===== config.mk =====
export PLATFORM = sky130hd
export DESIGN_NAME = postfix_expression_evaluator_top
export DESIGN_NICKNAME = d
export VERILOG_FILES = /design/src/rtl/core/pfx_pkg.sv /design/src/rtl/core/pfx_stack_ram.sv /design/src/rtl/core/pfx_divider.sv /design/src/rtl/core/postfix_expression_evaluator_top.sv
export SDC_FILE = /design/constraint.sdc
export NUM_CORES = 2
export LEC_CHECK = 0
export CORE_ASPECT_RATIO = 1.1
export CORE_MARGIN = 1
export CORE_UTILIZATION = 40
export DETAILED_ROUTE_END_ITERATION = 10
export DONT_BUFFER_PORTS = 1
export HOLD_SLACK_MARGIN = 0.02
export SLEW_MARGIN = 30
export SYNTH_ARGS = -nofsm -noshare
export SYNTH_HDL_FRONTEND = slang
export SYNTH_SLANG_ARGS = --single-unit

===== constraint.sdc =====
create_clock -name clk -period 8.06 [get_ports clk]
set_input_delay 1.209 -clock clk [delete_from_list [all_inputs] [get_ports clk]]
set_output_delay 1.209 -clock clk [all_outputs]
set_load 0.02 [all_outputs]

===== src/rtl/core/pfx_pkg.sv =====
// Package for the postfix expression evaluator: payload types, codes and sizes.
package pfx_pkg;

  // Operand store sizing
  localparam int STACK_DEPTH = 64;
  localparam int ADDR_W      = $clog2(STACK_DEPTH);
  localparam int DEPTH_W     = $clog2(STACK_DEPTH + 1);
  localparam int DATA_W      = 32;

  // Status codes
  localparam logic [2:0] ST_OK        = 3'd0;
  localparam logic [2:0] ST_UNDERFLOW = 3'd1;
  localparam logic [2:0] ST_DIVZERO   = 3'd2;
  localparam logic [2:0] ST_INVALID   = 3'd3;
  localparam logic [2:0] ST_OVERFLOW  = 3'd4;

  // Characters
  localparam logic [7:0] CH_0     = 8'h30;
  localparam logic [7:0] CH_9     = 8'h39;
  localparam logic [7:0] CH_PLUS  = 8'h2B;
  localparam logic [7:0] CH_MINUS = 8'h2D;
  localparam logic [7:0] CH_STAR  = 8'h2A;
  localparam logic [7:0] CH_SLASH = 8'h2F;

  // Channel payloads
  typedef struct packed {
    logic [7:0] symbol;
    logic       is_final;
  } in_t;

  typedef struct packed {
    logic signed [31:0] value;
    logic [2:0]         status;
  } out_t;

  // Operand store ports
  typedef struct packed {
    logic              en;
    logic [ADDR_W-1:0] addr;
    logic [DATA_W-1:0] data;
  } pfx_wr_t;

  typedef struct packed {
    logic              en;
    logic [ADDR_W-1:0] addr;
  } pfx_rd_t;

  // Divider request and response
  typedef struct packed {
    logic              start;
    logic [DATA_W-1:0] dividend;
    logic [DATA_W-1:0] divisor;
  } pfx_div_req_t;

  typedef struct packed {
    logic              done;
    logic [DATA_W-1:0] quotient;
  } pfx_div_rsp_t;

endpackage


===== src/rtl/core/pfx_stack_ram.sv =====
// Operand store: one write port, one read port with registered read data.
module pfx_stack_ram
  import pfx_pkg::*;
(
  input  logic              clk,
  input  pfx_wr_t           wr,
  input  pfx_rd_t           rd,
  output logic [DATA_W-1:0] rd_data
);

  logic [DATA_W-1:0] mem [STACK_DEPTH];

  // Write port
  always_ff @(posedge clk) begin
    if (wr.en) begin
      mem[wr.addr] <= wr.data;
    end
  end

  // Read port with registered read data
  always_ff @(posedge clk) begin
    if (rd.en) begin
      rd_data <= mem[rd.addr];
    end
  end

endmodule


===== src/rtl/core/pfx_divider.sv =====
// Signed 32-bit divider, truncating toward zero, one quotient bit per cycle.
module pfx_divider
  import pfx_pkg::*;
(
  input  logic         clk,
  input  logic         rst_n,
  input  pfx_div_req_t req,
  output pfx_div_rsp_t rsp
);

  localparam int CNT_W = $clog2(DATA_W);

  logic              busy_r, busy_nxt;
  logic              done_r, done_nxt;
  logic [CNT_W-1:0]  cnt_r, cnt_nxt;
  logic              neg_r, neg_nxt;
  logic [DATA_W-1:0] rem_r, rem_nxt;
  logic [DATA_W-1:0] quo_r, quo_nxt;
  logic [DATA_W-1:0] dvs_r, dvs_nxt;

  logic [DATA_W:0]   trial;
  logic [DATA_W:0]   diff;

  // Restoring step on magnitudes
  assign trial = {rem_r, quo_r[DATA_W-1]};
  assign diff  = trial - {1'b0, dvs_r};

  always_comb begin
    busy_nxt = busy_r;
    done_nxt = 1'b0;
    cnt_nxt  = cnt_r;
    neg_nxt  = neg_r;
    rem_nxt  = rem_r;
    quo_nxt  = quo_r;
    dvs_nxt  = dvs_r;
    if (req.start) begin
      busy_nxt = 1'b1;
      cnt_nxt  = '0;
      neg_nxt  = req.dividend[DATA_W-1] ^ req.divisor[DATA_W-1];
      rem_nxt  = '0;
      quo_nxt  = req.dividend[DATA_W-1] ? (DATA_W'(0) - req.dividend) : req.dividend;
      dvs_nxt  = req.divisor[DATA_W-1] ? (DATA_W'(0) - req.divisor) : req.divisor;
    end else if (busy_r) begin
      if (!diff[DATA_W]) begin
        rem_nxt = diff[DATA_W-1:0];
      end else begin
        rem_nxt = trial[DATA_W-1:0];
      end
      quo_nxt = {quo_r[DATA_W-2:0], ~diff[DATA_W]};
      cnt_nxt = cnt_r + CNT_W'(1);
      if (cnt_r == CNT_W'(DATA_W - 1)) begin
        busy_nxt = 1'b0;
        done_nxt = 1'b1;
      end
    end
  end

  // Control state
  always_ff @(posedge clk) begin
    if (!rst_n) begin
      busy_r <= 1'b0;
      done_r <= 1'b0;
    end else begin
      busy_r <= busy_nxt;
      done_r <= done_nxt;
    end
  end

  // Datapath
  always_ff @(posedge clk) begin
    cnt_r <= cnt_nxt;
    neg_r <= neg_nxt;
    rem_r <= rem_nxt;
    quo_r <= quo_nxt;
    dvs_r <= dvs_nxt;
  end

  // Sign fix on the way out
  assign rsp.done     = done_r;
  assign rsp.quotient = neg_r ? (DATA_W'(0) - quo_r) : quo_r;

endmodule


===== src/rtl/core/postfix_expression_evaluator_top.sv =====
// Postfix expression evaluator: sequencer, top-of-stack register and result port.
//
// One transaction on the input channel (in_valid/in_ready, in_data) carries one
// expression character and a final flag. A digit pushes its value; '+', '-',
// '*' and '/' pop two 32-bit signed operands and push the result. On the final
// character one result transaction (out_valid/out_ready, out_data) carries the
// top of stack and a status code; value is zero whenever status is not ok.
// The first error sticks until the final character; the following characters
// are ignored.
// Steps per character: a digit is handled on acceptance; '+', '-', '*' wait for the
// operand store read; '/' does the store read, then the bit-serial divider at one quotient bit per cycle.
// A final character then passes through the output state to load the output register.
// Error cases and ignored characters are handled on acceptance.
// Reset (rst_n low, synchronous) empties the stack and clears the error; the
// operand store itself is not cleared and needs no clearing pass.
// A waiting result does not stall non-final characters; a final character
// holds in the output stage until the previous result has been taken.
module postfix_expression_evaluator_top
  import pfx_pkg::*;
(
  input  logic clk,
  input  logic rst_n,
  input  logic in_valid,
  output logic in_ready,
  input  in_t  in_data,
  output logic out_valid,
  input  logic out_ready,
  output out_t out_data
);

  typedef enum logic [3:0] {
    S_IDLE = 4'b0001,
    S_READ = 4'b0010,
    S_DIV  = 4'b0100,
    S_FIN  = 4'b1000
  } state_t;

  state_t             state_r, state_nxt;
  logic [DEPTH_W-1:0] depth_r, depth_nxt;
  logic [2:0]         err_r, err_nxt;
  logic [DATA_W-1:0]  tos_r, tos_nxt;
  logic [7:0]         op_r, op_nxt;
  logic               fin_r, fin_nxt;
  logic               out_valid_r, out_valid_nxt;
  out_t               out_r, out_nxt;

  pfx_wr_t            wr;
  pfx_rd_t            rd;
  logic [DATA_W-1:0]  rd_data;
  pfx_div_req_t       div_req;
  pfx_div_rsp_t       div_rsp;

  logic               in_fire;
  logic               is_digit;
  logic               is_op;
  logic [DATA_W-1:0]  alu_res;
  logic [DATA_W-1:0]  prod;
  logic               slot_free;

  assign in_ready  = (state_r == S_IDLE);
  assign in_fire   = in_valid && in_ready;
  assign is_digit  = (in_data.symbol >= CH_0) && (in_data.symbol <= CH_9);
  assign is_op     = (in_data.symbol == CH_PLUS) || (in_data.symbol == CH_MINUS) ||
                     (in_data.symbol == CH_STAR) || (in_data.symbol == CH_SLASH);
  assign slot_free = !out_valid_r || out_ready;
  assign prod      = rd_data * tos_r;

  // Add, subtract, multiply on the left operand from the store
  always_comb begin
    unique case (op_r)
      CH_PLUS:  alu_res = rd_data + tos_r;
      CH_MINUS: alu_res = rd_data - tos_r;
      CH_STAR:  alu_res = prod;
      default:  alu_res = rd_data + tos_r;
    endcase
  end

  // Sequencer
  always_comb begin
    state_nxt     = state_r;
    depth_nxt     = depth_r;
    err_nxt       = err_r;
    tos_nxt       = tos_r;
    op_nxt        = op_r;
    fin_nxt       = fin_r;
    out_valid_nxt = out_valid_r && !out_ready;
    out_nxt       = out_r;
    wr            = '0;
    rd            = '0;
    div_req       = '0;

    unique case (state_r)
      S_IDLE: begin
        if (in_fire) begin
          fin_nxt   = in_data.is_final;
          op_nxt    = in_data.symbol;
          state_nxt = in_data.is_final ? S_FIN : S_IDLE;
          if (err_r == ST_OK) begin
            if (is_digit) begin
              if (depth_r == DEPTH_W'(STACK_DEPTH)) begin
                err_nxt = ST_OVERFLOW;
              end else begin
                // Spill the old top into the store
                wr.en     = (depth_r != '0);
                wr.addr   = ADDR_W'(depth_r - DEPTH_W'(1));
                wr.data   = tos_r;
                tos_nxt   = DATA_W'(in_data.symbol - CH_0);
                depth_nxt = depth_r + DEPTH_W'(1);
              end
            end else if (depth_r < DEPTH_W'(2)) begin
              err_nxt = ST_UNDERFLOW;
            end else if (!is_op) begin
              err_nxt = ST_INVALID;
            end else if ((in_data.symbol == CH_SLASH) && (tos_r == '0)) begin
              err_nxt = ST_DIVZERO;
            end else begin
              // Fetch the left operand from below the top
              rd.en     = 1'b1;
              rd.addr   = ADDR_W'(depth_r - DEPTH_W'(2));
              state_nxt = S_READ;
            end
          end
        end
      end
      S_READ: begin
        if (op_r == CH_SLASH) begin
          div_req.start    = 1'b1;
          div_req.dividend = rd_data;
          div_req.divisor  = tos_r;
          state_nxt        = S_DIV;
        end else begin
          tos_nxt   = alu_res;
          depth_nxt = depth_r - DEPTH_W'(1);
          state_nxt = fin_r ? S_FIN : S_IDLE;
        end
      end
      S_DIV: begin
        if (div_rsp.done) begin
          tos_nxt   = div_rsp.quotient;
          depth_nxt = depth_r - DEPTH_W'(1);
          state_nxt = fin_r ? S_FIN : S_IDLE;
        end
      end
      S_FIN: begin
        if (slot_free) begin
          out_valid_nxt = 1'b1;
          if (err_r != ST_OK) begin
            out_nxt.value  = '0;
            out_nxt.status = err_r;
          end else if (depth_r == '0) begin
            out_nxt.value  = '0;
            out_nxt.status = ST_UNDERFLOW;
          end else begin
            out_nxt.value  = $signed(tos_r);
            out_nxt.status = ST_OK;
          end
          depth_nxt = '0;
          err_nxt   = ST_OK;
          state_nxt = S_IDLE;
        end
      end
      default: state_nxt = S_IDLE;
    endcase
  end

  // Control state
  always_ff @(posedge clk) begin
    if (!rst_n) begin
      state_r     <= S_IDLE;
      depth_r     <= '0;
      err_r       <= ST_OK;
      out_valid_r <= 1'b0;
    end else begin
      state_r     <= state_nxt;
      depth_r     <= depth_nxt;
      err_r       <= err_nxt;
      out_valid_r <= out_valid_nxt;
    end
  end

  // Payload registers
  always_ff @(posedge clk) begin
    tos_r <= tos_nxt;
    op_r  <= op_nxt;
    fin_r <= fin_nxt;
    out_r <= out_nxt;
  end

  assign out_valid = out_valid_r;
  assign out_data  = out_r;

  pfx_stack_ram u_ram (
    .clk     (clk),
    .wr      (wr),
    .rd      (rd),
    .rd_data (rd_data)
  );

  pfx_divider u_div (
    .clk   (clk),
    .rst_n (rst_n),
    .req   (div_req),
    .rsp   (div_rsp)
  );

endmodule


# == Word-level counts from Yosys, hierarchy flattened ==
# Memory sizes are Yosys's and may differ from the RTL's. A register that Yosys moved wholly into a read port is not among the register bits.
# Index checks and enable logic that the tools add are counted.
# word_totals
regBits,195
mem_bits_rw,2048
in_bits,13
out_inout_bits,37
elab_cells,153
memories,1
# memory_table
memory,depth,word_bits,rd,rd_clocked_by_memory_dff,wr,line_no,rtl
u_ram.mem,64,32,1,1,1,pfx_stack_ram.sv:11,logic [DATA_W-1:0] mem [STACK_DEPTH];
# classes
add_sub_neg,11
mul,1
magnitude_cmp,3
eq_ne,22
n_mux,67
n_bitwise,4
n_reduce_logical,27
# ops
op,n
32-bit 2-to-1 mux,11
39-bit 2-to-1 mux,5
65-bit 2-to-1 mux,2
7-bit 2-to-1 mux,14
32-bit case mux with 3 select lines,1
"1-bit by 32-bit subtractor with 32-bit output, first input constant",3
32-bit case mux with 2 select lines,1
"8-bit by 6-bit == test with 1-bit output, second input constant",7
4-bit 2-to-1 mux,11
33-bit by 32-bit subtractor with 33-bit output,1
32-bit adder,1
32-bit logical NOT,1
32-bit by 32-bit multiplier with 32-bit output,1
32-bit subtractor,1
31-bit 2-to-1 mux,1
7-bit case mux with 4 select lines,1
3-bit 2-to-1 mux,9
4-bit case mux with 4 select lines,1
1-bit 2-to-1 mux,9
"8-bit by 6-bit subtractor with 9-bit output, second input constant",1
"8-bit by 6-bit greater-or-equal comparator with 1-bit output, second input constant",1
"8-bit by 6-bit less-or-equal comparator with 1-bit output, second input constant",1
"2-bit by 1-bit != test with 1-bit output, second input constant",4
8-bit AND reduction,1
32 further kinds,46

# == Longest topological paths before layout ==
# logic_depth
ltp_word,10
depth_mapped,28
ltp_nobuf,26

# == By module ==
# From an unflattened synthesis, not the netlist that was laid out.
# hier_totals
hier_cells,6786
hier_area_um2,109578.8
# by_module_without_submodules
module,instances,cells_each,area_each_um2,seq_area_each_um2
pfx_stack_ram,1,3324,78840.6,62459.9
postfix_expression_evaluator_top,1,2568,22942.0,2582.5
pfx_divider,1,894,7796.2,2732.6

# == Worst setup path before layout ==
# No wires, ideal clock.
# synth_timing
path_type,register to register
from,reg u_ram.rd_data[16] (read register of u_ram.mem)
to,reg tos_r[30] (data pin)
setup_ns,0.261
arrival_ns,6.779
required_ns,7.799
setup_slack_ns,1.020
path_stages_with_launch,26
n_path_buf,2
period_less_slack_ns,7.040
path_cell_list,edfxtp_1 > clkbuf_1 > clkbuf_1 > and2_1 > fa_1 > inv_1 > fa_1 > fa_1 > fa_1 > inv_1 > fa_1 > inv_1 > fa_1 > inv_1 > fa_1 > fa_1 > ha_1 > a21oi_1 > o21ai_0 > nor3_1 > a21oi_1 > a21oi_1 > o211ai_1 > a21oi_1 > xnor2_1 > a221o_1
# synth_via
elab_chain_cells,4
word_cells_on_any_way,6
classes_between,2 x add/sub; 1 x mul; 3 x mux
# synth_rtl
element,line_no,rtl
from (decl),pfx_stack_ram.sv:8,output logic [DATA_W-1:0] rd_data
"32-bit by 32-bit multiplier with 32-bit output, or another cell as far along",postfix_expression_evaluator_top.sv:66,assign prod = rd_data * tos_r;
32-bit case mux with 2 select lines *,postfix_expression_evaluator_top.sv:70,unique case (op_r)
32-bit 2-to-1 mux *,postfix_expression_evaluator_top.sv:126,if (op_r == CH_SLASH) begin
32-bit case mux with 3 select lines *,postfix_expression_evaluator_top.sv:92,unique case (state_r)
net tos_nxt[30],postfix_expression_evaluator_top.sv:41,"logic [DATA_W-1:0] tos_r, tos_nxt;"
to (signal assigned),postfix_expression_evaluator_top.sv:183,tos_r <= tos_nxt;
to (decl),postfix_expression_evaluator_top.sv:41,
# The timed path passes the listed nets; every way through them passes the cells marked *. The select of a mux whose other input is x is not followed.
# A chain may end at the register's enable or synchronous reset.

# == Worst setup path in the final report ==
# layout_timing
from,reg u_ram.rd_data[9] (read register of u_ram.mem)
to,reg tos_r[28] (data pin)
# Same word-level chain as after synthesis.

==> flow_metrics.tcl <==
set metrics [dict create \
    holdCritPathClass "input pin to flop" \
    hold_buffers 0 \
    chipHeight_um 552 \
    p_switching_mw 8.26 \
    numCtsBuffers 227 \
    route.met3.wl_mm 33.9 \
    crit_start "u_ram.rd_data[9]$_DFFE_PP_" \
    cts_max_path_buffers 3 \
    hold_viol_final 0 \
    synth_ff_type "edfxtp_1" \
    wirelength_mm 361 \
    cts_root_buffer "clkbuf_16" \
    p_per_area_nw_per_um2 235 \
    fin_total_pwr_mw 29.2 \
    core_region_area_um2 273000 \
    grt-ovfl-total 0 \
    regToRegSetupSlack_ps 510 \
    slew_headroom_pct 25.1 \
    setup_viol 0 \
    drt-vias-per-instance 5.85 \
    yosysSeqAreaShare_pct 61.6 \
    seqPwrFrac_pct 44.5 \
    fill_cells 24300 \
    wl_per_cell_um 28.7 \
    regToRegEndpoint "tos_r[28]$_DFFE_PP_" \
    drtIter0Drc 8711 \
    crit_path_end_kind "flop" \
    cts_setup_buffers 0 \
    worstPathRequired_ps 8660 \
    drv_cap 0 \
    clockPowerShare_pct 35.5 \
    yosys_warnings 0 \
    synth_edf_count 2221 \
    fin_nets 9350 \
    period_minus_slack_ps 7550 \
    grt_pass1_vias 72200 \
    postSynthCellCount 8641 \
    via_count 73600 \
    initial_core_util_pct 40.3 \
    fin_util_pct 45.5 \
    worst_slew_pin_slew_ps 1120 \
    multiInputGateArea_um2 39100 \
    grt_start_max_net_pins 92 \
    postCtsResizedCells 0 \
    top_layer "met5" \
    power_frac_comb_pct 20.0 \
    ff2ff_path_depth 23 \
    seq_area_um2 67800 \
    cts_tree "yes" \
    grt_setup_unrepaired "no" \
    peakVddDrop_v 0.000351 \
    clock_sinks 2275 \
    clock_insertion_delay_worst_skew_ps 930 \
    drv_slew 0 \
    synth_cell_types 86 \
    globalplace.congestion 0.984 \
    p_leak_nw 44.2 \
    synthArstFlopShare_pct 0 \
    cts.clk_slew.worst_paths_ps 60 \
    switching_share_pct 28.3 \
    r2r-start "u_ram.rd_data[9]$_DFFE_PP_" \
    critPathKind "flop to flop" \
    hpwl_mm 232 \
    grt_usage_pct 25.8 \
    io_buffers 0 \
    std_cell_rows 201 \
    syn-cell-area_um2 110000 \
    firstDrtPassIters 6 \
    cp_max_fo 21 \
    hold_depth 1 \
    syn_avg_cell_area_um2 12.7 \
    grt_antenna_before_repair 26 \
    m1WireLength_mm 141 \
    cts_max_level 4 \
    wl_met2_mm 167 \
    startpoint_type "flop" \
    die_w_um 502 \
    route.detailed.drc 0 \
    ant_nets 0 \
    drive_gt1_share_pct 11.4 \
    setup-tns-final_ps 0 \
    area_growth_pct 13.0 \
    post-route-period-util_pct 93.7 \
    dieArea_um2 277000 \
    internal_power_mw 20.9 \
    io_pins 50 \
    max_freq_mhz 132 \
    skew_ps 103 \
    crit_arrival_ps 8160 \
    min_from "rst_n" \
    min_to "state_r[0]$_SDFFE_PN1P_" \
    ys_ff_latch 2275 \
    grt_pass1_wl_mm 517 \
    synth_nets 9265 \
    outcome "complete, no violations" \
]
## worst max-delay path by stage
stage | endpoint | slack, ps
after floorplan | tos_r[30]$_DFFE_PP_ | 1020
after global placement | tos_r[28]$_DFFE_PP_ | 520
after detailed placement | tos_r[28]$_DFFE_PP_ | 560
after CTS | tos_r[30]$_DFFE_PP_ | 510
after global routing | tos_r[30]$_DFFE_PP_ | 220
final | tos_r[28]$_DFFE_PP_ | 510
## routing by layer
| layer | GRT usage, % | vias up |
|---|---|---|
| li1 | - | 31400 |
| met1 | 33.9 | 37700 |
| met2 | 41.0 | 3733 |
| met3 | 5.28 | 716 |
| met4 | 12.3 | 20 |
| met5 | 0 | - |
## synthesized netlist by cell type (20+ instances only)
master       n  area (µm²)
a211oi_1    38         285
inv_1      441        1660
nor4_1     119         744
nand2_1   1157        4340
nor3_1     200        1000
o221ai_1   117        1020
mux2_2      93        1050
fa_1       410        8210
nor2b_1     20         125
a21oi_1    472        2360
edfxtp_1  2221       66700
o31ai_1     33         248
o21ai_0    316        1580
buf_4       39         293
nand3_1     49         245
ha_1       201        2510
a211o_1     32         280
or4_1       57         428
o211ai_1    27         203
and2_1     392        2450
and3_1      24         150
dfxtp_1     54        1080
buf_2      108         541
clkbuf_1   367        1380
xor2_1     133        1160
nor2_1     581        2180
buf_1       30         113
a21o_1      33         248
o22ai_1    188        1180
mux4_2      25         563
mux2i_1    161        1610
o32ai_1     28         245
xnor2_1    123        1080
a31oi_1     51         319
or3_1       43         269
o41ai_1     62         543
## cell families after synthesis
logic type               count (synthesis)  share of synthesized area [%]
adder cells (fa/ha/maj)                611                           9.75
buffers and inverters                  995                           3.70
flip-flops                            2275                           61.6
AND/OR/NAND/NOR                       2723                           11.4
AO/OA/AOI/OAI                         1502                           8.57
multiplexers                           279                           2.93
XOR/XNOR                               256                           2.04
## registers in the layout (all words and copies together), names as in the netlist, 3 cells and up
name,flops
state_r,4
out_data,35
u_div.quo_r,32
tos_r,32
op_r,8
u_div.rem_r,32
u_ram.mem,2048
err_r,3
depth_r,7
u_div.dvs_r,32
u_ram.rd_data,32
u_div.cnt_r,5
## stage by stage
step / cells / setup WS [ps] / area (µm²) / hold slack [ps]
after CTS: 12600 / 509 / 124000 / 394
after detailed placement: 12100 / 555 / 117000 / 486
after floorplan: 8641 / 1020 / 110000 / 461
final: 12600 / 506 / 124000 / 435
after global routing: 12600 / 218 / 124000 / 415
after global placement: 12100 / 525 / 116000 / 476
## cell usage in the layout, fill, tap and decap left out, drive strengths merged, types with 117 or more instances in the layout
| cell type | synthesis | final |
|---|---|---|
| xnor2 | 123 | 123 |
| nor2 | 581 | 581 |
| o221ai | 117 | 117 |
| fa | 410 | 410 |
| clkbuf | 367 | 288 |
| edfxtp | 2221 | 2221 |
| nor3 | 200 | 200 |
| and2 | 392 | 392 |
| mux2i | 161 | 161 |
| o22ai | 188 | 188 |
| o21ai | 321 | 321 |
| xor2 | 133 | 133 |
| ha | 201 | 201 |
| nor4 | 119 | 119 |
| clkinv | 3 | 121 |
| a21oi | 472 | 472 |
| inv | 442 | 448 |
| nand2 | 1159 | 1159 |
| buf | 183 | 406 |
## layout make-up
class,count,area share [%]
Antenna cell,5,0.0101
Sequential cell,2275,54.5
Clock buffer,288,4.77
Multi-Input combinational cell,5371,31.4
Tap cell,3654,3.68
Clock inverter,139,1.07
Timing Repair Buffer,406,3.18
Inverter,445,1.34
## worst max-delay path: stages (launching register included)
cell,delay (ps)
edfxtp_1,560
buf_4,330
and2_1,200
fa_1,540
inv_1,60
fa_1,490
fa_1,450
fa_1,540
inv_1,40
ha_1,270
ha_1,300
fa_1,520
fa_1,420
ha_1,240
or3_1,440
o311ai_0,400
buf_4,200
a21oi_1,90
a21oi_1,390
buf_4,210
nor2b_1,40
o21ai_0,150
a211oi_1,100
a211o_1,290
## power by group through the flow
stage          clock, mW  combinational [mW]  sequential, mW
6_report            10.4                5.83            13.0
4_1_cts             10.4                5.78            13.0
2_1_floorplan          0                3.95            13.2
3_5_place_dp           0                5.74            13.2
3_3_place_gp           0                5.68            13.2
5_1_grt             10.9                6.41            13.0
Power figures use the tool's default switching activity.
